### src/rtl/hdpd_pkg.sv
// ----------------------------------------------------------------------------
// hdpd_pkg
// Shared widths, limits and register codes for the heading PD controller.
// ----------------------------------------------------------------------------
package hdpd_pkg;

   localparam int HEADING_W  = 13;
   localparam int GAIN_W     = 16;
   localparam int CAM_W      = 10;
   localparam int TF_W       = 16;
   localparam int ERR_W      = 13;
   localparam int DELTA_W    = 14;
   localparam int DRIVE_W    = 12;
   localparam int DTERM_W    = 8;

   localparam int CSR_ADDR_W = 2;
   localparam int CSR_DATA_W = 16;

   // shared multiplier: signed A by unsigned B
   localparam int MUL_A_W    = 31;
   localparam int MUL_B_W    = 16;
   localparam int MUL_P_W    = MUL_A_W + MUL_B_W + 1;

   localparam int HALF_TURN  = 2880;
   localparam int FULL_TURN  = 5760;
   localparam int P_CLAMP    = 150;
   localparam int D_CLAMP    = 100;
   localparam int OUT_LIMIT  = 2047;

   localparam int TARGET_RESET = 0;
   localparam int GAIN_RESET   = 256;

   typedef enum logic [CSR_ADDR_W-1:0] {
      CSR_TARGET = 2'd0,
      CSR_P_GAIN = 2'd1,
      CSR_D_GAIN = 2'd2
   } csr_index_type;

   typedef enum logic {
      OP_HOLD   = 1'b0,
      OP_CAMERA = 1'b1
   } op_type;

endpackage

### src/rtl/hdpd_mul.sv
// ----------------------------------------------------------------------------
// hdpd_mul
// Shared signed-by-unsigned multiplier with a registered product.
// ----------------------------------------------------------------------------
module hdpd_mul #(
   parameter int A_W = hdpd_pkg::MUL_A_W,
   parameter int B_W = hdpd_pkg::MUL_B_W,
   parameter int P_W = A_W + B_W + 1
) (
   input  logic                  clock,
   input  logic                  en,
   input  logic signed [A_W-1:0] a,
   input  logic        [B_W-1:0] b,
   output logic signed [P_W-1:0] prod
);
   import hdpd_pkg::*;

   logic signed [P_W-1:0] prod_ff;
   logic signed [P_W-1:0] prod_in;

   always_comb begin
      prod_in = prod_ff;
      if (en) begin
         prod_in = P_W'(a * $signed({1'b0, b}));
      end
   end

   always_ff @(posedge clock) begin
      prod_ff <= prod_in;
   end

   assign prod = prod_ff;

endmodule

### src/rtl/heading_pd_controller_core.sv
// ----------------------------------------------------------------------------
// heading_pd_controller_core
// Heading-hold / camera-tracking PD controller with clamped terms and a
// saturated drive, built around one shared registered multiplier.
// ----------------------------------------------------------------------------
//   channel   ports         direction   handshake
//   request   req_*         in          req_valid / req_ready
//   response  rsp_*         out         rsp_valid / rsp_ready
//   config    csr_*         in          csr_we, no wait
//
// A word goes through the error step, the three passes through the shared
// multiplier (P product, error change times time factor, times D gain), the D
// scaling step and the output step, one state each; the result shows in the same
// cycle req_ready goes high again. req_ready is low while a word is in work. A
// stalled response holds only the output step; a new word can be taken while an
// earlier result waits. Reset is synchronous and restores the register defaults
// and a zero previous error.
// ----------------------------------------------------------------------------
module heading_pd_controller_core (
   input  logic                               clock,
   input  logic                               reset,

   input  logic                               req_valid,
   output logic                               req_ready,
   input  logic                               req_operation,
   input  logic        [hdpd_pkg::HEADING_W-1:0] req_heading,
   input  logic signed [hdpd_pkg::CAM_W-1:0]     req_cam_offset,
   input  logic        [hdpd_pkg::TF_W-1:0]      req_time_factor,

   output logic                               rsp_valid,
   input  logic                               rsp_ready,
   output logic signed [hdpd_pkg::DRIVE_W-1:0]   rsp_drive,
   output logic signed [hdpd_pkg::DRIVE_W-1:0]   rsp_p_term,
   output logic signed [hdpd_pkg::DTERM_W-1:0]   rsp_d_term,
   output logic signed [hdpd_pkg::ERR_W-1:0]     rsp_heading_error,
   output logic                               rsp_saturated,

   input  logic                               csr_we,
   input  logic        [hdpd_pkg::CSR_ADDR_W-1:0] csr_addr,
   input  logic        [hdpd_pkg::CSR_DATA_W-1:0] csr_wdata
);
   import hdpd_pkg::*;

   typedef enum logic [2:0] {
      S_IDLE, S_ERR, S_MUL_P, S_MUL_D1, S_MUL_D2, S_DTERM, S_OUT
   } state_type;

   localparam int PW = 19;   // P before output saturation
   localparam int SW = 20;   // drive sum

   localparam logic signed [14:0] HALF_S  = 15'(HALF_TURN);
   localparam logic signed [14:0] FULL_S  = 15'(FULL_TURN);
   localparam logic signed [MUL_P_W-1:0] BIAS8  = MUL_P_W'((1 << 8) - 1);
   localparam logic signed [MUL_P_W-1:0] BIAS12 = MUL_P_W'((1 << 12) - 1);
   localparam logic signed [MUL_P_W-1:0] BIAS20 = MUL_P_W'((1 << 20) - 1);
   localparam logic signed [MUL_P_W-1:0] NO_BIAS = MUL_P_W'(0);
   localparam logic signed [MUL_P_W-1:0] P_CLAMP_S = MUL_P_W'(P_CLAMP);
   localparam logic signed [MUL_P_W-1:0] D_CLAMP_S = MUL_P_W'(D_CLAMP);
   localparam logic signed [SW-1:0] OUT_LIM_S = SW'(OUT_LIMIT);

   // config registers
   logic [HEADING_W-1:0] target_ff, target_in;
   logic [GAIN_W-1:0]    p_gain_ff, p_gain_in;
   logic [GAIN_W-1:0]    d_gain_ff, d_gain_in;

   // sequencer and working registers
   state_type               state_ff, state_in;
   logic                    op_ff, op_in;
   logic [HEADING_W-1:0]    heading_ff, heading_in;
   logic signed [CAM_W-1:0] cam_ff, cam_in;
   logic [TF_W-1:0]         tf_ff, tf_in;
   logic signed [ERR_W-1:0] err_ff, err_in;
   logic signed [ERR_W-1:0] prev_err_ff, prev_err_in;
   logic signed [DELTA_W-1:0] delta_ff, delta_in;
   logic signed [PW-1:0]    p_ff, p_in;
   logic signed [DTERM_W-1:0] d_ff, d_in;

   // response registers
   logic                      rsp_valid_ff, rsp_valid_in;
   logic signed [DRIVE_W-1:0] rsp_drive_ff, rsp_drive_in;
   logic signed [DRIVE_W-1:0] rsp_p_ff, rsp_p_in;
   logic signed [DTERM_W-1:0] rsp_d_ff, rsp_d_in;
   logic signed [ERR_W-1:0]   rsp_err_ff, rsp_err_in;
   logic                      rsp_sat_ff, rsp_sat_in;

   // multiplier
   logic                      mul_en;
   logic signed [MUL_A_W-1:0] mul_a;
   logic        [MUL_B_W-1:0] mul_b;
   logic signed [MUL_P_W-1:0] prod;

   // combinational datapath
   logic signed [14:0]        err_raw;
   logic signed [14:0]        err_wrap;
   logic signed [MUL_P_W-1:0] q_hold;
   logic signed [MUL_P_W-1:0] q_cam;
   logic signed [MUL_P_W-1:0] p_neg;
   logic signed [MUL_P_W-1:0] q_d;
   logic signed [MUL_P_W-1:0] d_neg;
   logic signed [SW-1:0]      sum;
   logic signed [SW-1:0]      p_wide;
   logic                      drive_hit;
   logic                      p_hit;
   logic                      rsp_load;

   hdpd_mul #(
      .A_W (MUL_A_W),
      .B_W (MUL_B_W),
      .P_W (MUL_P_W)
   ) u_mul (
      .clock (clock),
      .en    (mul_en),
      .a     (mul_a),
      .b     (mul_b),
      .prod  (prod)
   );

   assign req_ready = (state_ff == S_IDLE);
   assign rsp_load  = (state_ff == S_OUT) && (!rsp_valid_ff || rsp_ready);

   always_comb begin
      err_raw  = $signed({2'b00, heading_ff}) - $signed({2'b00, target_ff});
      err_wrap = err_raw;
      if (err_raw > HALF_S) begin
         err_wrap = err_raw - FULL_S;
      end else if (err_raw < -HALF_S) begin
         err_wrap = err_raw + FULL_S;
      end

      // divides truncate toward zero: bias negative products before the shift
      q_hold = (prod + (prod[MUL_P_W-1] ? BIAS12 : NO_BIAS)) >>> 12;
      q_cam  = (prod + (prod[MUL_P_W-1] ? BIAS8  : NO_BIAS)) >>> 8;
      q_d    = (prod + (prod[MUL_P_W-1] ? BIAS20 : NO_BIAS)) >>> 20;
      p_neg  = -q_hold;
      d_neg  = -q_d;

      p_wide = SW'(p_ff);
      if (op_type'(op_ff) == OP_CAMERA) begin
         sum = p_wide - SW'(d_ff);
      end else begin
         sum = p_wide + SW'(d_ff);
      end
      drive_hit = (sum > OUT_LIM_S) || (sum < -OUT_LIM_S);
      p_hit = (op_type'(op_ff) == OP_CAMERA) &&
              ((p_wide > OUT_LIM_S) || (p_wide < -OUT_LIM_S));
   end

   always_comb begin
      mul_en = 1'b0;
      mul_a  = '0;
      mul_b  = '0;
      case (state_ff)
         S_MUL_P: begin
            mul_en = 1'b1;
            mul_b  = p_gain_ff;
            if (op_type'(op_ff) == OP_CAMERA) begin
               mul_a = MUL_A_W'(cam_ff);
            end else begin
               mul_a = MUL_A_W'(err_ff);
            end
         end
         S_MUL_D1: begin
            mul_en = 1'b1;
            mul_a  = MUL_A_W'(delta_ff);
            mul_b  = tf_ff;
         end
         S_MUL_D2: begin
            // error change times time factor fits in 30 bits
            mul_en = 1'b1;
            mul_a  = prod[MUL_A_W-1:0];
            mul_b  = d_gain_ff;
         end
         default: begin
            mul_en = 1'b0;
         end
      endcase
   end

   always_comb begin
      target_in    = target_ff;
      p_gain_in    = p_gain_ff;
      d_gain_in    = d_gain_ff;
      state_in     = state_ff;
      op_in        = op_ff;
      heading_in   = heading_ff;
      cam_in       = cam_ff;
      tf_in        = tf_ff;
      err_in       = err_ff;
      prev_err_in  = prev_err_ff;
      delta_in     = delta_ff;
      p_in         = p_ff;
      d_in         = d_ff;
      rsp_valid_in = rsp_valid_ff && !rsp_ready;
      rsp_drive_in = rsp_drive_ff;
      rsp_p_in     = rsp_p_ff;
      rsp_d_in     = rsp_d_ff;
      rsp_err_in   = rsp_err_ff;
      rsp_sat_in   = rsp_sat_ff;

      if (csr_we) begin
         case (csr_index_type'(csr_addr))
            CSR_TARGET: target_in = csr_wdata[HEADING_W-1:0];
            CSR_P_GAIN: p_gain_in = csr_wdata[GAIN_W-1:0];
            CSR_D_GAIN: d_gain_in = csr_wdata[GAIN_W-1:0];
            default:    target_in = target_ff;
         endcase
      end

      case (state_ff)
         S_IDLE: begin
            if (req_valid) begin
               op_in      = req_operation;
               heading_in = req_heading;
               cam_in     = req_cam_offset;
               tf_in      = req_time_factor;
               state_in   = S_ERR;
            end
         end
         S_ERR: begin
            err_in   = err_wrap[ERR_W-1:0];
            delta_in = DELTA_W'(err_wrap) - DELTA_W'(prev_err_ff);
            state_in = S_MUL_P;
         end
         S_MUL_D1: begin
            if (op_type'(op_ff) == OP_CAMERA) begin
               p_in = q_cam[PW-1:0];
            end else if (p_neg > P_CLAMP_S) begin
               p_in = PW'(P_CLAMP);
            end else if (p_neg < -P_CLAMP_S) begin
               p_in = -PW'(P_CLAMP);
            end else begin
               p_in = p_neg[PW-1:0];
            end
            state_in = S_MUL_D2;
         end
         S_MUL_P:  state_in = S_MUL_D1;
         S_MUL_D2: state_in = S_DTERM;
         S_DTERM: begin
            if (d_neg > D_CLAMP_S) begin
               d_in = DTERM_W'(D_CLAMP);
            end else if (d_neg < -D_CLAMP_S) begin
               d_in = -DTERM_W'(D_CLAMP);
            end else begin
               d_in = d_neg[DTERM_W-1:0];
            end
            state_in = S_OUT;
         end
         S_OUT: begin
            if (rsp_load) begin
               if (sum > OUT_LIM_S) begin
                  rsp_drive_in = DRIVE_W'(OUT_LIMIT);
               end else if (sum < -OUT_LIM_S) begin
                  rsp_drive_in = -DRIVE_W'(OUT_LIMIT);
               end else begin
                  rsp_drive_in = sum[DRIVE_W-1:0];
               end
               if (p_wide > OUT_LIM_S) begin
                  rsp_p_in = DRIVE_W'(OUT_LIMIT);
               end else if (p_wide < -OUT_LIM_S) begin
                  rsp_p_in = -DRIVE_W'(OUT_LIMIT);
               end else begin
                  rsp_p_in = p_wide[DRIVE_W-1:0];
               end
               rsp_d_in     = d_ff;
               rsp_err_in   = err_ff;
               rsp_sat_in   = drive_hit || p_hit;
               rsp_valid_in = 1'b1;
               prev_err_in  = err_ff;
               state_in     = S_IDLE;
            end
         end
         default: state_in = S_IDLE;
      endcase
   end

   always_ff @(posedge clock) begin
      if (reset) begin
         state_ff     <= S_IDLE;
         rsp_valid_ff <= 1'b0;
         target_ff    <= HEADING_W'(TARGET_RESET);
         p_gain_ff    <= GAIN_W'(GAIN_RESET);
         d_gain_ff    <= GAIN_W'(GAIN_RESET);
         prev_err_ff  <= '0;
      end else begin
         state_ff     <= state_in;
         rsp_valid_ff <= rsp_valid_in;
         target_ff    <= target_in;
         p_gain_ff    <= p_gain_in;
         d_gain_ff    <= d_gain_in;
         prev_err_ff  <= prev_err_in;
      end
      op_ff        <= op_in;
      heading_ff   <= heading_in;
      cam_ff       <= cam_in;
      tf_ff        <= tf_in;
      err_ff       <= err_in;
      delta_ff     <= delta_in;
      p_ff         <= p_in;
      d_ff         <= d_in;
      rsp_drive_ff <= rsp_drive_in;
      rsp_p_ff     <= rsp_p_in;
      rsp_d_ff     <= rsp_d_in;
      rsp_err_ff   <= rsp_err_in;
      rsp_sat_ff   <= rsp_sat_in;
   end

   assign rsp_valid         = rsp_valid_ff;
   assign rsp_drive         = rsp_drive_ff;
   assign rsp_p_term        = rsp_p_ff;
   assign rsp_d_term        = rsp_d_ff;
   assign rsp_heading_error = rsp_err_ff;
   assign rsp_saturated     = rsp_sat_ff;

   // a taken word keeps the block busy through the next cycle
   a_busy_after_accept: assert property (@(posedge clock) disable iff (reset)
      req_valid && req_ready |=> !req_ready)
      else $error("request taken while a word is in work");

   // after each response load, the stored error matches the error of the word loaded
   a_prev_tracks_rsp: assert property (@(posedge clock) disable iff (reset)
      rsp_load |=> (rsp_heading_error == prev_err_ff) && rsp_valid)
      else $error("previous error out of step with response");

   a_d_term_bound: assert property (@(posedge clock) disable iff (reset)
      rsp_valid |-> (rsp_d_term <= 8'sd100) && (rsp_d_term >= -8'sd100))
      else $error("d term outside clamp");

endmodule

### config.mk
export PLATFORM = sky130hd
export DESIGN_NAME = heading_pd_controller_core
export DESIGN_NICKNAME = d
export VERILOG_FILES = /design/src/rtl/hdpd_pkg.sv /design/src/rtl/hdpd_mul.sv /design/src/rtl/heading_pd_controller_core.sv
export SDC_FILE = /design/constraint.sdc
export NUM_CORES = 2
export LEC_CHECK = 0
export BUFFER_PORTS_ARGS = -buffer_cell sky130_fd_sc_hd__buf_4
export CAP_MARGIN = 20
export CORE_UTILIZATION = 50
export DETAILED_ROUTE_END_ITERATION = 7
export PLACE_DENSITY = 0.66
export SYNTH_ARGS = -nofsm -noshare
export SYNTH_HDL_FRONTEND = slang
export SYNTH_SLANG_ARGS = --single-unit
### constraint.sdc
create_clock -name clock -period 10.79 [get_ports clock]
set_input_delay 2.6975 -clock clock [delete_from_list [all_inputs] [get_ports clock]]
set_output_delay 2.6975 -clock clock [all_outputs]
set_load 0.02 [all_outputs]
==> flow_metrics.env <==
export IMPL_cts_sinks=250
export IMPL_gp_congestion=0.945
export IMPL_synth_simple_gate_area_frac=0.168
export IMPL_min_delay_start="d_gain_ff[0]"
export IMPL_path_delay_family="adder cells"
export IMPL_yosys_cell_types_count=98
export IMPL_fp_dieArea_um2=68900
export IMPL_hold_viol=0
export IMPL_setup_tns_ns=0
export IMPL_r2r_end="u_mul.prod[46]"
export IMPL_synthAdderAreaFrac=0.352
export IMPL_grt_pass1_wl_um=150000
export IMPL_track_usage=0.274
export IMPL_drive_above_1_share=0.0707
export IMPL_synth_compound_area_share=0.120
export IMPL_detail_route_iter0_violations=2505
export IMPL_htreeDepth=1
export IMPL_synth_async_reset_ratio=0
export IMPL_synth_area_um2=33900
export IMPL_rsz0062_at_grt="false"
export IMPL_synth_top_flop_cell="edfxtp_1"
export IMPL_drv_cap=0
export IMPL_slowest_stage="buf_4"
export IMPL_antennaDiodeCount=0
export IMPL_die_h_um=262
export IMPL_finalWorstSetupSlack_ns=1.12
export IMPL_power_leakage_nw=15.9
export IMPL_final_setup_skew_ns=0.0159
export IMPL_io_pins=111
export IMPL_gr_total_overflow=0
export IMPL_fin_crit_sh=0.896
export IMPL_tightest_slew_ns=1.10
export IMPL_syn_num_nets=4577
export IMPL_area_growth_pct=7.87
export IMPL_ys_warn_count=0
export IMPL_hpwl_um=75600
export IMPL_synth_seq_area_share=0.203
export IMPL_cts_path_max_buffers=3
export IMPL_final_cells=4750
export IMPL_setup_violations_final=0
export IMPL_path_class="flop to flop"
export IMPL_cts_resized=0
export IMPL_synth_top_family_by_area="adder cells"
export IMPL_critPathBufInv=6
export IMPL_post_cts_buffers=0
export IMPL_initial_core_util=0.505
export IMPL_worst_slew_margin_rel=0.270
export IMPL_fmaxAchievable_ghz=0.103
export IMPL_synth_xor_area_frac=0.0511
export IMPL_p_per_area_nw_per_um2=85.1
export IMPL_vias=27100
export IMPL_holdPathEnd="d_gain_ff[0]"
export IMPL_fin_nets=4585
export IMPL_dr_pass1_iters=6
export IMPL_fin_util=0.545
export IMPL_viasPerCell=5.70
export IMPL_crit_arrival_ns=9.98
export IMPL_crit_fanout=69
export IMPL_period_needed_ns=9.67
export IMPL_r2r_slack_ns=1.12
export IMPL_required_ns=11.10
export IMPL_r2r_start="state_ff[2]"
export IMPL_cts_root_buf="clkbuf_16"
export IMPL_grt_pass1_vias=27400
export IMPL_synth_avg_cell_area_um2=8.82
export IMPL_design_core_area_um2=67200
export IMPL_finalPower_mw=3.12
export IMPL_routed_wl_um=93500
export IMPL_path_clk_slew_ns=0.06
export IMPL_cts_hold_buf=0
export IMPL_cpMostUsedCell="fa_1"
export IMPL_grt_max_degree=70
export IMPL_ant_nets=0
export IMPL_hold_path_class="flop to flop"
export IMPL_ys_seq_elements=250
export IMPL_peakVddDrop_uv=114
export IMPL_cts_tree="built"
export IMPL_worstSetupEndpointType="flop"
export IMPL_slew_violations=0
export IMPL_clock_latency_ns=0.58
export IMPL_drc=0
export IMPL_holdPathStages=2
export IMPL_numCtsBuffers=29
export IMPL_die_x_um=262
export IMPL_netlist_instances=3846
export IMPL_port_buffers=110
export IMPL_wire_per_inst_um=19.7
export IMPL_core_rowCount=95
export IMPL_synth_edf_count=188
export IMPL_critPathMaxStageDelay_ns=0.61
export IMPL_outcome="finished, final reports clean"
export IMPL_antenna_found_initial=0
export IMPL_dp_slack_ns=1.22
export IMPL_reg2reg_depth=29
export IMPL_synthMuxAreaShare=0.0149
export IMPL_cp_start_kind="flop"
export IMPL_dpl_cell_count=4693
==> through the flow <==
step | hold slack (ns) | cell area [um^2]
2_1_floorplan | 0.436 | 33900
3_3_place_gp | 0.444 | 35500
3_5_place_dp | 0.448 | 35500
4_1_cts | 0.458 | 36600
5_1_grt | 0.475 | 36600
6_report | 0.456 | 36600
==> state kept, by name, indices dropped and copies added (netlist names), 10 cells and up <==
register           cells
cam_ff                10
d_gain_ff             16
delta_ff              14
err_ff                13
heading_ff            13
p_ff                  19
p_gain_ff             16
prev_err_ff           13
rsp_drive             12
rsp_heading_error     13
rsp_p_term            12
target_ff             13
tf_ff                 16
u_mul.prod            48
==> cell usage after synthesis, types with 10 or more instances <==
| cell | count | area [um^2] |
|---|---|---|
| buf_2 | 15 | 75.1 |
| nand4_1 | 32 | 200 |
| and2_1 | 25 | 156 |
| a211oi_1 | 19 | 143 |
| xor2_1 | 65 | 569 |
| nand3b_1 | 14 | 105 |
| o21ai_1 | 15 | 75.1 |
| edfxtp_1 | 188 | 5650 |
| or3_1 | 15 | 93.8 |
| inv_1 | 638 | 2390 |
| clkbuf_1 | 141 | 529 |
| a21o_1 | 64 | 480 |
| a21oi_1 | 205 | 1030 |
| or2_2 | 15 | 93.8 |
| o211ai_1 | 15 | 113 |
| o21bai_1 | 11 | 82.6 |
| dfxtp_1 | 62 | 1240 |
| and3_1 | 24 | 150 |
| buf_1 | 14 | 52.6 |
| nand2_1 | 479 | 1800 |
| or4_1 | 10 | 75.1 |
| xnor2_1 | 133 | 1160 |
| o31a_1 | 12 | 105 |
| nor3_1 | 48 | 240 |
| o21ai_0 | 101 | 505 |
| nand3_1 | 63 | 315 |
| fa_1 | 478 | 9570 |
| nor2b_1 | 24 | 150 |
| a21boi_0 | 11 | 82.6 |
| ha_1 | 190 | 2380 |
| a2111oi_0 | 12 | 105 |
| o21a_1 | 30 | 225 |
| a31oi_1 | 15 | 93.8 |
| nor2_1 | 383 | 1440 |
| nand2b_1 | 40 | 250 |
| nor4_1 | 24 | 150 |
| mux2i_1 | 46 | 460 |
==> per-layer routing <==
metal  vias to the layer above  wire (um)  share of wire  global-route usage
li1                      12500          -              -                   -
met1                     13300      41400           0.44               0.390
met2                      1117      42200           0.45               0.438
met3                       170       7340          0.079              0.0367
met4                         0       2540          0.027              0.0774
met5                         -          0              0                   0
==> placed cells by master (no fill, tap or decap), types with 12 or more instances in the layout <==
master     Yosys  layout
inv_1        638     638
nand2_1      479     479
fa_1         478     478
nor2_1       383     382
a21oi_1      205     199
ha_1         190     190
edfxtp_1     188     188
buf_4          5     152
xnor2_1      133     133
o21ai_0      101      95
xor2_1        65      65
a21o_1        64      64
nand3_1       63      63
dfxtp_1       62      61
nor3_1        48      47
mux2i_1       46      46
nand2b_1      40      39
clkbuf_16      0      33
nand4_1       32      32
o21a_1        30      30
and3_1        24      24
and2_1        25      24
nor4_1        24      24
nor2b_1       24      23
a211oi_1      19      19
o21ai_1       15      16
a31oi_1       15      15
o211ai_1      15      15
or3_1         15      15
or2_2         15      15
nand3b_1      14      14
a2111oi_0     12      12
o31a_1        12      12
==> cell type report <==
type	count	area, um^2
Inverter	638	2390
Timing Repair Buffer	155	1190
Clock inverter	14	145
Tap cell	873	1090
Multi-Input combinational cell	2780	24000
Clock buffer	40	882
Fill cell	6101	30600
Sequential cell	250	6890
==> logic make-up (layout without fill, tap and decap cells) <==
kind of cell             Yosys count  in the layout
XOR/XNOR                         198            198
flip-flops                       250            250
adder cells (fa/ha/maj)          668            668
multiplexers                      50             50
AND/OR/NAND/NOR                 1243           1243
buffers and inverters            816            847
AO/OA/AOI/OAI                    621            621
==> report_power, final <==
group          switching, mW  total [mW]  internal (mW)
Sequential            0.0745        1.20           1.12
Clock                  0.413        1.04          0.623
Combinational          0.563       0.881          0.318
Total                   1.05        3.12           2.06
==> how the worst max path moves through the flow <==
| stage | from | endpoint | slack [ns] | cells after the start |
|---|---|---|---|---|
| after CTS | state_ff[2] | u_mul.prod[46] | 1.20 | 29 |
| after global placement | state_ff[2] | u_mul.prod[40] | 1.51 | 30 |
| after global routing | state_ff[2] | u_mul.prod[46] | 0.52 | 28 |
| after floorplan | state_ff[2] | u_mul.prod[40] | 2.11 | 32 |
| final | state_ff[2] | u_mul.prod[46] | 1.12 | 29 |
| after detailed placement | state_ff[2] | u_mul.prod[46] | 1.22 | 29 |
==> tightest hold or removal path: stages (launching register included) <==
cell and delay, ns:
dfxtp_1 0.31, nand2_1 0.05, a21oi_1 0.05
No activity file was read; power rests on OpenSTA's default activity.
